### src/hw/rtl/ptb_pkg.sv
// ----------------------------------------------------------------------------
// ptb_pkg
// Types and codes shared by the periodic timer bank controller and datapath.
// ----------------------------------------------------------------------------
package ptb_pkg;

  // action codes
  localparam logic [2:0] ACT_TICK         = 3'd0;
  localparam logic [2:0] ACT_SERVICE      = 3'd1;
  localparam logic [2:0] ACT_CREATE       = 3'd2;
  localparam logic [2:0] ACT_SET_INTERVAL = 3'd3;
  localparam logic [2:0] ACT_SET_ENABLE   = 3'd4;
  localparam logic [2:0] ACT_CLEAR_COUNT  = 3'd5;

  // result kinds
  localparam logic [1:0] KIND_FIRE     = 2'd0;
  localparam logic [1:0] KIND_SERVICED = 2'd1;
  localparam logic [1:0] KIND_CREATED  = 2'd2;
  localparam logic [1:0] KIND_FULL     = 2'd3;

  // callback modes
  localparam logic [1:0] MODE_NONE      = 2'd0;
  localparam logic [1:0] MODE_DEFERRED  = 2'd1;
  localparam logic [1:0] MODE_IMMEDIATE = 2'd2;
  localparam logic [1:0] MODE_BOTH      = 2'd3;

  localparam int MAX_RESULTS    = 8;
  localparam int RES_CNT_W      = $clog2(MAX_RESULTS + 1);
  localparam int INTERVAL_WIDTH = 16;

  typedef struct packed {
    logic [2:0]  action;
    logic [2:0]  timer_index;
    logic [15:0] interval_value;
    logic        enable_value;
    logic [1:0]  callback_mode;
  } ptb_in_t;

  typedef struct packed {
    logic [1:0] result_kind;
    logic [2:0] channel;
    logic       last;
  } ptb_out_t;

  // controller to datapath
  typedef struct packed {
    logic capture;
    logic do_op;
    logic tick_upd;
    logic svc;
    logic flush;
  } ptb_cmd_t;

  // datapath to controller
  typedef struct packed {
    logic scan_end;
  } ptb_status_t;

endpackage

### src/hw/rtl/ptb_ram.sv
// ----------------------------------------------------------------------------
// ptb_ram
// Generic single write port, single read port RAM with registered read data.
// ----------------------------------------------------------------------------
module ptb_ram #(
  parameter int WIDTH = 16,
  parameter int DEPTH = 8
) (
  input  logic                                    clk,
  input  logic                                    we,
  input  logic [(DEPTH > 1 ? $clog2(DEPTH) : 1)-1:0] waddr,
  input  logic [WIDTH-1:0]                        wdata,
  input  logic [(DEPTH > 1 ? $clog2(DEPTH) : 1)-1:0] raddr,
  output logic [WIDTH-1:0]                        rdata
);

  logic [WIDTH-1:0] mem [DEPTH];

  always_ff @(posedge clk) begin
    if (we) begin
      mem[waddr] <= wdata;
    end
    rdata <= mem[raddr];
  end

endmodule

### src/hw/rtl/ptb_ctrl.sv
// ----------------------------------------------------------------------------
// ptb_ctrl
// Sequencer for the timer bank: decodes the item and steps the datapath
// through single updates, tick scans, service scans and the final flush.
// ----------------------------------------------------------------------------
module ptb_ctrl
  import ptb_pkg::*;
(
  input  logic        clk,
  input  logic        rst,
  input  logic        start,
  input  logic [2:0]  action,
  input  ptb_status_t status,
  output ptb_cmd_t    cmd,
  output logic        busy
);

  typedef enum logic [2:0] {
    S_IDLE,
    S_OP,
    S_TICK_RD,
    S_TICK_WR,
    S_SVC,
    S_FLUSH
  } state_t;

  state_t state;

  always_ff @(posedge clk) begin
    if (rst) begin
      state <= S_IDLE;
      busy  <= 1'b0;
    end else begin
      case (state)
        S_IDLE: begin
          if (start) begin
            busy <= 1'b1;
            case (action)
              ACT_TICK:    state <= S_TICK_RD;
              ACT_SERVICE: state <= S_SVC;
              ACT_CREATE, ACT_SET_INTERVAL, ACT_SET_ENABLE, ACT_CLEAR_COUNT:
                state <= S_OP;
              default:     state <= S_FLUSH;
            endcase
          end
        end
        S_OP:      state <= S_FLUSH;
        S_TICK_RD: state <= S_TICK_WR;
        S_TICK_WR: begin
          if (status.scan_end) begin
            state <= S_FLUSH;
          end
        end
        S_SVC: begin
          if (status.scan_end) begin
            state <= S_FLUSH;
          end
        end
        S_FLUSH: begin
          state <= S_IDLE;
          busy  <= 1'b0;
        end
        default: begin
          state <= S_IDLE;
          busy  <= 1'b0;
        end
      endcase
    end
  end

  always_comb begin
    cmd            = '0;
    cmd.capture    = (state == S_IDLE) && start;
    cmd.do_op      = (state == S_OP);
    cmd.tick_upd   = (state == S_TICK_WR);
    cmd.svc        = (state == S_SVC);
    cmd.flush      = (state == S_FLUSH);
  end

endmodule

### src/hw/rtl/ptb_dp.sv
// ----------------------------------------------------------------------------
// ptb_dp
// Timer bank datapath: interval, count and mode tables in RAM, enable and
// pending flags, scan index and a one-deep result hold for the last flag.
// ----------------------------------------------------------------------------
module ptb_dp
  import ptb_pkg::*;
#(
  parameter int NUM_TIMERS  = 8,
  parameter int COUNT_WIDTH = 16
) (
  input  logic        clk,
  input  logic        rst,
  input  ptb_cmd_t    cmd,
  input  ptb_in_t     item,
  output ptb_status_t status,
  output ptb_out_t    result,
  output logic        strobe
);

  localparam int IDXW = (NUM_TIMERS > 1) ? $clog2(NUM_TIMERS) : 1;
  localparam int FSW  = $clog2(NUM_TIMERS + 1);
  localparam int CMPW = (COUNT_WIDTH > INTERVAL_WIDTH) ? COUNT_WIDTH : INTERVAL_WIDTH;

  ptb_in_t                 item_q;
  logic [IDXW-1:0]         idx;
  logic [RES_CNT_W-1:0]    n_res;
  logic                    held_valid;
  logic [1:0]              held_kind;
  logic [2:0]              held_chan;
  logic [NUM_TIMERS-1:0]   enable_bits;
  logic [NUM_TIMERS-1:0]   pending_bits;
  logic [NUM_TIMERS-1:0]   iv_valid;
  logic [NUM_TIMERS-1:0]   cnt_valid;
  logic [FSW-1:0]          next_free_slot;

  logic [INTERVAL_WIDTH-1:0] iv_rd, ival_cur;
  logic [COUNT_WIDTH-1:0]    cnt_rd, cnt_cur, cnt_inc;
  logic [1:0]                mode_rd, mode_cur;
  logic [IDXW-1:0]           raddr, ti_addr, slot_addr;
  logic [IDXW+2:0]           idx_ext, ti_ext;
  logic [FSW+2:0]            slot_ext;
  logic [2:0]                idx_chan, slot_chan;
  logic                      ti_ok, full, counting, expire;
  logic                      is_create, is_set_iv, is_set_en, is_clear;

  logic                      iv_we, mode_we, cnt_we;
  logic [IDXW-1:0]           iv_waddr, cnt_waddr;
  logic [COUNT_WIDTH-1:0]    cnt_wdata;

  logic                      cand_valid;
  logic [1:0]                cand_kind;
  logic [2:0]                cand_chan;
  logic                      emit;

  assign status.scan_end = (idx == IDXW'(NUM_TIMERS - 1));

  assign idx_ext   = {3'b000, idx};
  assign idx_chan  = idx_ext[2:0];
  assign ti_ext    = {{IDXW{1'b0}}, item_q.timer_index};
  assign ti_addr   = ti_ext[IDXW-1:0];
  assign ti_ok     = (32'(item_q.timer_index) < NUM_TIMERS);
  assign slot_ext  = {3'b000, next_free_slot};
  assign slot_addr = slot_ext[IDXW-1:0];
  assign slot_chan = slot_ext[2:0];
  assign full      = (32'(next_free_slot) >= NUM_TIMERS);

  assign is_create = (item_q.action == ACT_CREATE);
  assign is_set_iv = (item_q.action == ACT_SET_INTERVAL);
  assign is_set_en = (item_q.action == ACT_SET_ENABLE);
  assign is_clear  = (item_q.action == ACT_CLEAR_COUNT);

  // read ahead of the channel being updated
  assign raddr = (cmd.tick_upd && !status.scan_end) ? idx + IDXW'(1) : idx;

  ptb_ram #(.WIDTH(INTERVAL_WIDTH), .DEPTH(NUM_TIMERS)) u_iv_ram (
    .clk   (clk),
    .we    (iv_we),
    .waddr (iv_waddr),
    .wdata (item_q.interval_value),
    .raddr (raddr),
    .rdata (iv_rd)
  );

  ptb_ram #(.WIDTH(COUNT_WIDTH), .DEPTH(NUM_TIMERS)) u_cnt_ram (
    .clk   (clk),
    .we    (cnt_we),
    .waddr (cnt_waddr),
    .wdata (cnt_wdata),
    .raddr (raddr),
    .rdata (cnt_rd)
  );

  ptb_ram #(.WIDTH(2), .DEPTH(NUM_TIMERS)) u_mode_ram (
    .clk   (clk),
    .we    (mode_we),
    .waddr (slot_addr),
    .wdata (item_q.callback_mode),
    .raddr (raddr),
    .rdata (mode_rd)
  );

  // unwritten entries read as their reset value
  assign ival_cur = iv_valid[idx]  ? iv_rd  : '0;
  assign cnt_cur  = cnt_valid[idx] ? cnt_rd : '0;
  assign mode_cur = (FSW'(idx) < next_free_slot) ? mode_rd : MODE_NONE;

  assign counting = enable_bits[idx] && (ival_cur != '0);
  assign cnt_inc  = cnt_cur + COUNT_WIDTH'(1);
  assign expire   = counting && (CMPW'(cnt_inc) >= CMPW'(ival_cur));

  always_comb begin
    iv_we     = cmd.do_op && ((is_create && !full) || (is_set_iv && ti_ok));
    iv_waddr  = is_create ? slot_addr : ti_addr;
    mode_we   = cmd.do_op && is_create && !full;
    cnt_we    = (cmd.tick_upd && counting) || (cmd.do_op && is_clear && ti_ok);
    cnt_waddr = cmd.tick_upd ? idx : ti_addr;
    cnt_wdata = (cmd.tick_upd && !expire) ? cnt_inc : '0;

    cand_valid = 1'b0;
    cand_kind  = KIND_FIRE;
    cand_chan  = idx_chan;
    if (cmd.tick_upd) begin
      cand_valid = expire && (mode_cur == MODE_IMMEDIATE);
    end else if (cmd.svc) begin
      cand_valid = pending_bits[idx];
      cand_kind  = KIND_SERVICED;
    end else if (cmd.do_op && is_create) begin
      cand_valid = 1'b1;
      cand_kind  = full ? KIND_FULL : KIND_CREATED;
      cand_chan  = full ? 3'd0 : slot_chan;
    end
  end

  assign emit = cand_valid && (32'(n_res) < MAX_RESULTS);

  // payload registers
  always_ff @(posedge clk) begin
    if (cmd.capture) begin
      item_q <= item;
    end
    if (emit) begin
      held_kind <= cand_kind;
      held_chan <= cand_chan;
      result    <= '{result_kind: held_kind, channel: held_chan, last: 1'b0};
    end else if (cmd.flush) begin
      result    <= '{result_kind: held_kind, channel: held_chan, last: 1'b1};
    end
  end

  // control registers
  always_ff @(posedge clk) begin
    if (rst) begin
      idx            <= '0;
      n_res          <= '0;
      held_valid     <= 1'b0;
      strobe         <= 1'b0;
      enable_bits    <= '0;
      pending_bits   <= '0;
      iv_valid       <= '0;
      cnt_valid      <= '0;
      next_free_slot <= '0;
    end else begin
      strobe <= (emit || cmd.flush) && held_valid;

      if (cmd.capture) begin
        idx        <= '0;
        n_res      <= '0;
        held_valid <= 1'b0;
      end

      if ((cmd.tick_upd || cmd.svc) && !status.scan_end) begin
        idx <= idx + IDXW'(1);
      end

      if (emit) begin
        held_valid <= 1'b1;
        n_res      <= n_res + RES_CNT_W'(1);
      end else if (cmd.flush) begin
        held_valid <= 1'b0;
      end

      if (iv_we) begin
        iv_valid[iv_waddr] <= 1'b1;
      end
      if (cnt_we) begin
        cnt_valid[cnt_waddr] <= 1'b1;
      end

      if (cmd.do_op && is_create && !full) begin
        enable_bits[slot_addr] <= item_q.enable_value;
        next_free_slot         <= next_free_slot + FSW'(1);
      end
      if (cmd.do_op && is_set_en && ti_ok) begin
        enable_bits[ti_addr] <= item_q.enable_value;
      end

      if (cmd.tick_upd && expire && (mode_cur == MODE_DEFERRED)) begin
        pending_bits[idx] <= 1'b1;
      end
      if (cmd.svc) begin
        pending_bits[idx] <= 1'b0;
      end
    end
  end

endmodule

### src/hw/rtl/periodic_timer_bank_unit.sv
// ----------------------------------------------------------------------------
// periodic_timer_bank_unit
// Bank of periodic timer channels with create, tick, service and update items.
//
//   channel   ports                   handshake
//   --------  ----------------------  --------------------------------------
//   item in   start, busy, item       beat taken when start && !busy
//   result    strobe, result          one beat per cycle strobe is high
//
// Tick scans one channel per cycle through the table RAMs after a read
// lead-in state, then flushes. Service scans one pending flag per cycle.
// Create, set and clear items pass through an update state and a flush;
// unused actions go straight to the flush.
// Synchronous reset clears all flags, valid bits and the free-slot pointer.
// Results cannot be stalled; each appears for one cycle with strobe.
// ----------------------------------------------------------------------------
module periodic_timer_bank_unit
  import ptb_pkg::*;
#(
  parameter int NUM_TIMERS  = 8,
  parameter int COUNT_WIDTH = 16
) (
  input  logic     clk,
  input  logic     rst,
  input  logic     start,
  output logic     busy,
  input  ptb_in_t  item,
  output logic     strobe,
  output ptb_out_t result
);

  ptb_cmd_t    cmd;
  ptb_status_t status;

  ptb_ctrl u_ctrl (
    .clk    (clk),
    .rst    (rst),
    .start  (start),
    .action (item.action),
    .status (status),
    .cmd    (cmd),
    .busy   (busy)
  );

  ptb_dp #(
    .NUM_TIMERS  (NUM_TIMERS),
    .COUNT_WIDTH (COUNT_WIDTH)
  ) u_dp (
    .clk    (clk),
    .rst    (rst),
    .cmd    (cmd),
    .item   (item),
    .status (status),
    .result (result),
    .strobe (strobe)
  );

endmodule
### config.mk
export PLATFORM = sky130hd
export DESIGN_NAME = periodic_timer_bank_unit
export DESIGN_NICKNAME = d
export VERILOG_FILES = /design/src/hw/rtl/ptb_pkg.sv /design/src/hw/rtl/ptb_ram.sv /design/src/hw/rtl/ptb_ctrl.sv /design/src/hw/rtl/ptb_dp.sv /design/src/hw/rtl/periodic_timer_bank_unit.sv
export SDC_FILE = /design/constraint.sdc
export NUM_CORES = 1
export LEC_CHECK = 0
export BUFFER_PORTS_ARGS = -buffer_cell sky130_fd_sc_hd__buf_2
export CORE_MARGIN = 10
export CORE_UTILIZATION = 62
export CTS_CLUSTER_SIZE = 14
export DETAILED_ROUTE_END_ITERATION = 12
export GPL_ROUTABILITY_DRIVEN = 0
export PLACE_DENSITY = 0.79
export SETUP_SLACK_MARGIN = 0.4
export SLEW_MARGIN = 0
export SYNTH_ARGS = -nofsm -noshare
export SYNTH_HDL_FRONTEND = slang
export SYNTH_HIERARCHICAL = 1
export SYNTH_SLANG_ARGS = --single-unit
### constraint.sdc
create_clock -name clk -period 6.9 [get_ports clk]
set_input_delay 1.725 -clock clk [delete_from_list [all_inputs] [get_ports clk]]
set_output_delay 1.725 -clock clk [all_outputs]
set_load 0.01 [all_outputs]
Word level (Yosys, flattened, before mapping)
Memory sizes are Yosys's and may differ from the RTL's. A register that Yosys moved wholly into a read port is not among the register bits.
Cells that the tools add are included.
{"block": "totals", "ff_bits": 85, "latchBits": 0, "ram_bits": 272, "mem_bits_ro": 0, "in_bits": 28, "output_inout_bits": 8, "elab_cells": 176, "n_memories": 3}
{"name": "u_dp.u_cnt_ram.mem", "depth": 8, "width": 16, "rd": 1, "rd_ports_with_merged_regs": 1, "write_ports": 1, "line": "ptb_ram.sv:17", "text": "logic [WIDTH-1:0] mem [DEPTH];"}
{"name": "u_dp.u_iv_ram.mem", "depth": 8, "width": 16, "rd": 1, "rd_ports_with_merged_regs": 1, "write_ports": 1, "line": "ptb_ram.sv:17"}
{"name": "u_dp.u_mode_ram.mem", "depth": 8, "width": 2, "rd": 1, "rd_ports_with_merged_regs": 1, "write_ports": 1, "line": "ptb_ram.sv:17"}
{"block": "op_classes", "addsub": 4, "mul": 0, "div_mod_pow": 0, "order_cmp": 14, "eq_ne": 19, "n_shift": 0, "muxes": 64, "bitwise": 7, "reduce_logical": 43}
{"cell": "$mux W16", "count": 3}
{"cell": "$mux W8", "count": 6}
{"cell": "$mux W3", "count": 11}
{"cell": "$mux W1", "count": 25}
{"cell": "$or A8 B8 Y8", "count": 3}
{"cell": "$logic_and A1 B1 Y1", "count": 23}
{"cell": "$eq A3 B3 Y1 const B", "count": 7}
{"cell": "$lt A3 B4 Y1 const B", "count": 5}
{"cell": "$eq A3 B2 Y1 const B", "count": 6}
{"cell": "$add A16 B1 Y16 const B", "count": 1}
{"cell": "$bwmux W8", "count": 2}
{"cell": "$ge A16 B16 Y1", "count": 1}
{"cell": "$reduce_bool A16 Y1", "count": 1}
{"cell": "$demux W1 S3", "count": 5}
{"cell": "$ge A3 B1 Y1 const B", "count": 5}
{"cell": "$bmux W1 S3", "count": 4}
{"cell": "$mux W6", "count": 2}
{"cell": "$pmux W3 S4", "count": 1}
{"cell": "$pmux W3 S3", "count": 1}
{"cell": "$add A4 B1 Y4 const B", "count": 2}
{"cell": "$and A8 B8 Y8", "count": 1}
{"cell": "$mux W4", "count": 2}
{"cell": "$not A8 Y8", "count": 1}
{"cell": "$reduce_or A4 Y1", "count": 2}
{"cell": "20 further kinds", "count": 31}

Depth between registers and ports, before layout
Gate-level depths: netlist (run 1).
{"block": "logic_depth", "depth_word": 12, "mapped_depth": 23, "ltp_nobuf": 19}

Modules after synthesis
The synthesis (run 1) kept the hierarchy.
{"mod": "ptb_ram at u_dp.u_cnt_ram ...", "n_inst": 2, "cells_each": 214, "area_each_um2": 5293.8, "seq_area_each_um2": 4164.0}
{"mod": "ptb_dp", "n_inst": 1, "cells_each": 478, "area_each_um2": 4453.0, "seq_area_each_um2": 1971.9}
{"mod": "ptb_ram at u_dp.u_mode_ram", "n_inst": 1, "cells_each": 37, "area_each_um2": 706.9, "seq_area_each_um2": 520.5}
{"mod": "ptb_ctrl", "n_inst": 1, "cells_each": 31, "area_each_um2": 257.7, "seq_area_each_um2": 80.1}

Worst setup path after synthesis (run 1)
Ideal clock, no wire load.
{"block": "synth_path", "path_kind": "register -> register", "start": "register u_dp.idx[2]", "end": "memory u_dp.u_cnt_ram.mem[0][10], data pin", "setup_time_ps": 290, "t_arrival_ps": 4549, "required_ps": 6610, "setup_slack_ps": 2061, "stages_incl_launch_ff": 22, "n_path_buf": 4, "synth_period_minus_slack_ps": 4839, "cell_sequence": "dfxtp_1 > buf_6 > clkbuf_1 > mux2i_1 > o21ai_0 > a221oi_1 > clkbuf_1 > nor2b_1 > ha_1 > and3_1 > and3_1 > nand3_1 > xor2_1 > nor2_1 > ha_1 > nand4_1 > nor2_1 > o21ai_0 > o311a_1 > o31ai_1 > clkbuf_1 > nor3_1"}
{"block": "synth_via", "elab_chain_len": 9, "word_cells_on_any_way": 16, "cone_classes": "1 x add/sub; 1 x order compare; 9 x mux; 5 x reduce/logical"}
{"item": "start, declared", "line": "ptb_dp.sv:26", "text": "logic [IDXW-1:0] idx;"}
{"item": "start signal, assigned", "line": "ptb_dp.sv:173", "text": "idx <= idx + IDXW'(1);"}
{"item": "$bmux W1 S3 (on tied branches)", "line": "ptb_dp.sv:105, ptb_dp.sv:104"}
{"item": "$mux W1 (on tied branches)", "line": "ptb_dp.sv:105, ptb_dp.sv:104"}
{"item": "$mux W16 (on tied branches)", "line": "ptb_dp.sv:105, ptb_dp.sv:104"}
{"item": "$add A16 B1 Y16 / $reduce_bool A16 Y1 (equally long branches)", "line": "ptb_dp.sv:109, ptb_dp.sv:108"}
{"item": "$ge A16 B16 Y1 / $logic_and A1 B1 Y1 (equally long branches)", "line": "ptb_dp.sv:110, ptb_dp.sv:108"}
{"item": "$logic_and A1 B1 Y1", "line": "ptb_dp.sv:110", "text": "assign expire = counting && (CMPW'(cnt_inc) >= CMPW'(ival_cur));"}
{"item": "$logic_not A1 Y1", "line": "ptb_dp.sv:118", "text": "cnt_wdata = (cmd.tick_upd && !expire) ? cnt_inc : '0;"}
{"item": "$logic_and A1 B1 Y1", "line": "ptb_dp.sv:118"}
{"item": "$mux W16 *", "line": "ptb_dp.sv:118"}
{"item": "net u_dp.cnt_wdata[10]", "line": "ptb_dp.sv:49", "text": "logic [COUNT_WIDTH-1:0] cnt_wdata;"}
{"item": "end, declared", "line": "ptb_ram.sv:17"}
The timed path passes the listed nets; every way through them passes the cells marked *. The select of a mux whose other input is x is not followed.

Worst setup path in the final report (run 1)
{"block": "layout_path", "start": "register u_dp.idx[0]", "end": "memory u_dp.u_cnt_ram.mem[2][14], data pin"}
The elaborated chain is that of the path after synthesis.

==> impl_metrics.csv, run 1 <==
group,metric,value,unit
clock_network,cts_setup_buffers,0,
floorplan,die_area,32640,sq um
synth,synth-edff-count,307,
global_routing,grt_first_pass_wirelength,50.43,mm
synth,synth.area.top_cells,"edfxtp_1, dfxtp_1, mux4_1",
sta,rsz0062_at_grt,"false",
global_routing,antenna_found_initial,0,
clock_network,ctsRootBufferMaster,"clkbuf_16",
sta,skew,19.27,ps
clock_network,cts_buffers,39,
critical_path,path_max_fanout,21,
synth,yosys.area.top_type_share,0.5760,
floorplan,rows,58,
sta,setup_viol,0,
critical_path,crit_chain,"nor2_1 -> a22o_1 -> a221oi_2 -> nor2b_1 -> ha_1 -> and3_1 -> nand3_1 -> nor2_1 -> nand3_1 -> xor2_1 -> nor2_1 -> ha_1 -> a211oi_1 -> nor2_1 -> nor3_1 -> o311a_1 -> o31ai_2 -> buf_4 -> nor3_1",
synth,seq_area_frac_synth,0.6811,
synth,syn_area_per_cell,16.43,sq um
pwr,internal_power,3886,uW
global_routing,grt_pass1_vias,8965,
pwr,p_leak,0.005601,uW
synth,synth.most_common_cell,"edfxtp_1",
synth,synth_commonest_cells,"edfxtp_1, nor2_1, dfxtp_1",
critical_path,cp.required,7120,ps
floorplan,start_util,0.6320,
synth,syn-cell-area,16010,sq um
drt,drtIter0Drc,809,
floorplan,die_h,180.7,um
floorplan,core,25330,sq um
sta,min_period,5496,ps
synth,synth_ff_type,"edfxtp_1",
final_layout,utilization,0.7041,
clock_network,postCtsResizedCells,0,
pwr,p_seq_frac,0.534,
final_layout,nets,1079,
clock_network,clk_latency,540,ps
synth,yosys.area.top_type,"edfxtp_1",
drt,dr.pass1.iters,5,
sta,maxSlewHeadroom,0.2477,
sta,fin_tns_setup,0,ps
pwr,clkPwrFrac,0.419,
clock_network,hold_buffers,0,
synth,netlist_instances,974,
sta,hold_violations,0,
pwr,switching_share,0.2144,
pwr,p_total,4947,uW
critical_path,critPathArrivalTime,5720,ps
critical_path,start_kind,"flop",
drt,drc,0,
sta,fmax,182.0,MHz
critical_path,cp.buffers_inverters,1,
critical_path,cp-end-kind,"flop",
global_routing,gr-usage-all-layers,0.1936,
synth,ys_ff_latch,391,
final_layout,syn_to_final_growth,11.42,%
job,maxCapViolCount,0,
drt,ant_nets,0,
min_path,hold_class,"reg2reg",
synth,syn_nets,1026,
placed_design,numPortBuffers,35,
critical_path,cpLargestDelayFamily,"simple AND/OR/NAND/NOR gates",
pwr,vdd_drop_max,0.0002830,V
critical_path,critical-path-slowest-cell,"dfxtp_1",
pwr,p_per_area,277.4,nW/um^2
drt,viasPerCell,6.321,
clock_network,cts_sinks,391,
final_layout,final_layout_size_suffix_gt1_frac,0.1720,
floorplan,fp.dieW,180.7,um
sta,slew_viol_final,0,
drt,drt_wl_total,32.20,mm
sta,fin_crit_sh,0.7965,
global_routing,grt.overflow.total,0,
drt,wl_per_cell,23.20,um
outcome,status,"complete, no violations",
critical_path,crit_top_cell,"nor2_1",
global_routing,grt_max_degree,69,
floorplan,io_pins,36,
clock_network,cts.clk_slew.worst_paths,60,ps
clock_network,h-tree-depth,2,
placed_design,dp_hpwl,18.36,mm
critical_path,worstSetupPathType,"reg2reg",
synth,synth_cell_types,64,
sta,tightest_slew,1128,ps
clock_network,cts_buffer_depth,3,
clock_network,cts_tree,"built",
drt,via_count,8773,
synth,ys_warn_count,6,
synth,async_flop_share,0,
final_layout,num_antenna_cells,0,
pwr,comb_power_share,0.047,
pwr,p_sw,1061,uW
critical_path,cpPeakStageDelay,890,ps
==> state kept, by name (all words and copies together), names as in the netlist <==
register               cells
u_dp/u_mode_ram/mem       16
u_dp/idx                   3
u_dp/u_mode_ram/rdata      2
u_dp/u_iv_ram/rdata       16
u_dp/u_cnt_ram/mem       128
u_dp/held_chan             3
u_dp/cnt_valid             8
u_dp/u_iv_ram/mem        128
u_dp/item_q               22
u_dp/ti_addr               3
u_dp/next_free_slot        4
u_dp/strobe                1
u_ctrl/busy                1
u_dp/pending_bits          8
u_dp/enable_bits           8
u_dp/u_cnt_ram/rdata      16
u_dp/result                6
u_ctrl/state               3
u_dp/iv_valid              8
u_dp/n_res                 4
u_dp/held_valid            1
u_dp/held_kind             2
==> layer usage <==
metal	GRT usage	share of wire
met1	0.2531	0.42
met2	0.3307	0.51
met3	0.03052	0.059
met4	0.05085	0.018
met5	0	0
==> final cells by class <==
class	count	area [sq um]
clock buffers	53	1049
inverters	19	71.32
flip-flops and latches	391	10900
clock inverters	19	206.4
well taps	330	412.9
multi-input cells	518	4846
repair buffers	58	347.8
fillers	1557	7493
==> logic make-up (layout without fill, tap and decap cells) <==
logic type,after synthesis,in the layout,synth area share
buffers and inverters,65,149,0.02048
XOR/XNOR,17,17,0.009303
AO/OA/AOI/OAI,104,104,0.04456
adder cells (fa/ha/maj),24,24,0.01876
AND/OR/NAND/NOR,249,249,0.07489
flip-flops,391,391,0.6811
multiplexers,124,124,0.1510
==> path summary, 6_finish.rpt <==
kind / start / endpoint / slack, ps / cells past startpoint
max: u_dp/idx[0] / u_dp/u_cnt_ram/mem[2][14] / 1400 / 19
min: u_dp/held_valid / u_dp/strobe / 440 / 1
max reg2reg: u_dp/idx[0] / u_dp/u_cnt_ram/mem[2][14] / 1400 / 19
min reg2reg: u_dp/held_valid / u_dp/strobe / 440 / 1
==> power by group through the flow <==
stage                     Clock (uW)  Sequential (uW)  Combinational [uW]
after floorplan                    0             2670                 186
after global placement             0             2690                 225
after detailed placement           0             2690                 229
after CTS                       2100             2640                 233
after global routing            2200             2650                 252
final                           2070             2640                 233
==> worst register-to-register path: stages, from the launching register on <==
cell and delay (ps):
dfxtp_1 890, nor2_1 250, a22o_1 250, a221oi_2 540, nor2b_1 180, ha_1 240, and3_1 220, nand3_1 90
nor2_1 80, nand3_1 130, xor2_1 210, nor2_1 70, ha_1 200, a211oi_1 230, nor2_1 80, nor3_1 230
o311a_1 370, o31ai_2 90, buf_4 210, nor3_1 630
==> stage by stage <==
step / setup WS, ps / instance area [sq um] / instances / hold WS (ps)
after floorplan: 2061 / 16010 / 974 / 425.3
after global placement: 1680 / 16580 / 1316 / 432.3
after detailed placement: 1465 / 16580 / 1316 / 433.2
after CTS: 1452 / 17830 / 1388 / 442.7
after global routing: 1005 / 17830 / 1388 / 457.3
final: 1404 / 17830 / 1388 / 440.1
==> cells in the final DEF, fill, tap and decap left out, types with 6 or more instances in the layout <==
master,count
dfxtp_1,84
xor2_1,8
o21ai_0,11
a211oi_1,7
nand4_1,6
a31oi_1,12
buf_4,23
nor2b_1,8
nor2_1,96
ha_1,24
nor3_1,24
buf_2,35
mux4_1,60
mux2i_1,16
nand2_1,47
a21oi_1,30
clkbuf_1,12
xnor2_1,8
clkbuf_16,39
and2_1,8
o21a_1,8
inv_1,18
nand2b_1,11
nor4_1,7
mux4_2,12
edfxtp_1,307
nand3_1,11
mux2_2,35
No activity file was read; power rests on OpenSTA's default activity.
==> run 2, diff against run 1 <==
clock period = 5.35 ns   (was 6.9 ns; I/O delays follow)
==> run 2 against run 1 <==
  * Via count fell by 0.27%
  * Sequential cell count unchanged
  * Die area did not move
  * Clock-buffer cell count is 3 higher
  * Combinational power rose by 34%
  * Highest routed layer unchanged
  * First-iteration DRC count shrank 8.4%
  * Critical path depth fell by 1
  * Power is 32% higher
  * Setup slack worse by 770 ps
  * Clock power is 35% higher
  * Clock skew is 3.7 ps higher
  * Utilization grew 1.1 points
==> impl_metrics.csv, run 2 (same netlist as run 1, synthesis figures left out) <==
group,metric,value,unit
outcome,status,"complete, no violations",
sta,hold_violations,0,
critical_path,path_max_fanout,14,
clock_network,cts_tree,"built",
floorplan,io_pins,36,
clock_network,cts_buffers,39,
placed_design,numPortBuffers,35,
floorplan,start_util,0.6320,
placed_design,dp_hpwl,18.66,mm
drt,viasPerCell,6.258,
critical_path,start_kind,"flop",
drt,ant_nets,0,
final_layout,final_layout_size_suffix_gt1_frac,0.2022,
sta,tightest_slew,1175,ps
clock_network,cts_buffer_depth,3,
pwr,p_per_area,359.6,nW/um^2
global_routing,grt_max_degree,51,
clock_network,ctsRootBufferMaster,"clkbuf_16",
global_routing,grt.overflow.total,0,
final_layout,utilization,0.7151,
drt,drt_wl_total,32.45,mm
sta,min_period,4713,ps
global_routing,use_met1,0.2600,
clock_network,h-tree-depth,2,
clock_network,cts.clk_slew.worst_paths,60,ps
global_routing,grt_first_pass_wirelength,50.37,mm
pwr,vdd_drop_max,0.0002993,V
floorplan,die_area,32640,sq um
pwr,p_seq_frac,0.523,
floorplan,core,25330,sq um
sta,whs,455.5,ps
global_routing,grt_pass1_vias,8866,
min_path,hold_class,"reg2reg",
placed_design,dpl_cell_area,16620,sq um
pwr,p_sw,1353,uW
job,maxCapViolCount,0,
global_routing,met3_usage,0.03072,
sta,fmax,212.2,MHz
sta,fin_tns_setup,0,ps
final_layout,multiInputGateArea,4961,sq um
floorplan,die_h,180.7,um
final_layout,finish.instance_area,18110,sq um
sta,maxSlewHeadroom,0.2084,
clock_network,clk_latency,530,ps
drt,dr.pass1.iters,5,
pwr,internal_power,5160,uW
sta,skew,22.97,ps
drt,via_count,8749,
final_layout,num_antenna_cells,0,
pwr,switching_share,0.2077,
final_layout,fillers,1473,
sta,rsz0062_at_grt,"false",
pwr,comb_power_share,0.048,
critical_path,cp.required,5580,ps
global_routing,met2_usage,0.3238,
clock_network,cts_sinks,391,
drt,wl_per_cell,23.21,um
drt,drtIter0Drc,741,
pwr,p_leak,0.005705,uW
drt,drc,0,
final_layout,final_common_cell,"edfxtp_1",
critical_path,worstSetupPathType,"reg2reg",
critical_path,cp-end-kind,"flop",
global_routing,antenna_found_initial,0,
final_layout,syn_to_final_growth,13.16,%
global_routing,gr-usage-all-layers,0.1943,
final_layout,nets,1089,
final_layout,top_regs,"u_dp/u_cnt_ram/mem x128, u_dp/u_iv_ram/mem x128, u_dp/item_q x22",
sta,setup_viol,0,
sta,slew_viol_final,0,
final_layout,seq_area,10900,sq um
sta,fin_crit_sh,0.8809,
pwr,clkPwrFrac,0.429,
critical_path,critPathArrivalTime,4950,ps
floorplan,rows,58,
floorplan,fp.dieW,180.7,um
final_layout,layout_common_cells,"edfxtp_1, nor2_1, dfxtp_1",
global_routing,busiest_layer,"met2",
## run 2: area by class of cell
class,instances,area share
inverters,19,0.003938
repair buffers,68,0.02363
well taps,330,0.02280
clock inverters,16,0.01071
multi-input cells,518,0.2739
clock buffers,56,0.06307
flip-flops and latches,391,0.6020
## run 2: path summary, 6_finish.rpt
path	startpoint	to	slack, ps	cells after the start
worst max-delay path	u_dp/idx[1]	u_dp/result[4]	640	18
worst max register to register	u_dp/idx[1]	u_dp/result[4]	640	18
worst min register to register	u_dp/held_valid	u_dp/strobe	460	1
worst min-delay path	u_dp/held_valid	u_dp/strobe	460	1
## run 2: timing repair
| action | CTS | global route |
|---|---|---|
| gates cloned | 0 | 1 |
| resized for setup | 5 | 20 |
| endpoints found under the setup margin | 69 | 153 |
| hold buffers | 0 | 0 |
| setup buffers | 0 | 4 |
| pin swaps | 0 | 2 |
## run 2: critical path, stage by stage, from the launching register on
cell      delay (ps)
dfxtp_2          400
and2_1           250
a22o_1           290
a221oi_4         450
nor2b_2          120
ha_1             230
and3_1           220
and3_1           210
nand3_1          130
xor2_2           210
nor2_1            70
ha_1             280
nand4_1          120
nor2_1           110
o21ai_0           90
o311a_1          430
o32ai_4          370
and2b_4          250
or2_2            190
## run 2: power groups by stage
stage	sequential, uW	combinational (uW)	clock [uW]
2_1_floorplan	3440	240	0
3_3_place_gp	3460	297	0
3_5_place_dp	3470	302	0
4_1_cts	3410	308	2830
5_1_grt	3410	338	2940
6_report	3410	313	2790
## run 2: stage by stage
stage | total power [uW] | std cells | setup slack (ps)
finish | 6512 | 1398 | 637.0
global placement | 3758 | 1321 | 442.2
detailed placement | 3769 | 1321 | 309.7
global route | 6694 | 1398 | 390.6
CTS | 6546 | 1393 | 450.5
floorplan | 3680 | 974 | 511.0
## run 2: metal layers
layer,up-vias,wire [um]
li1,3971,-
met1,4366,13590
met2,350,16140
met3,62,2043
met4,0,677
met5,-,0
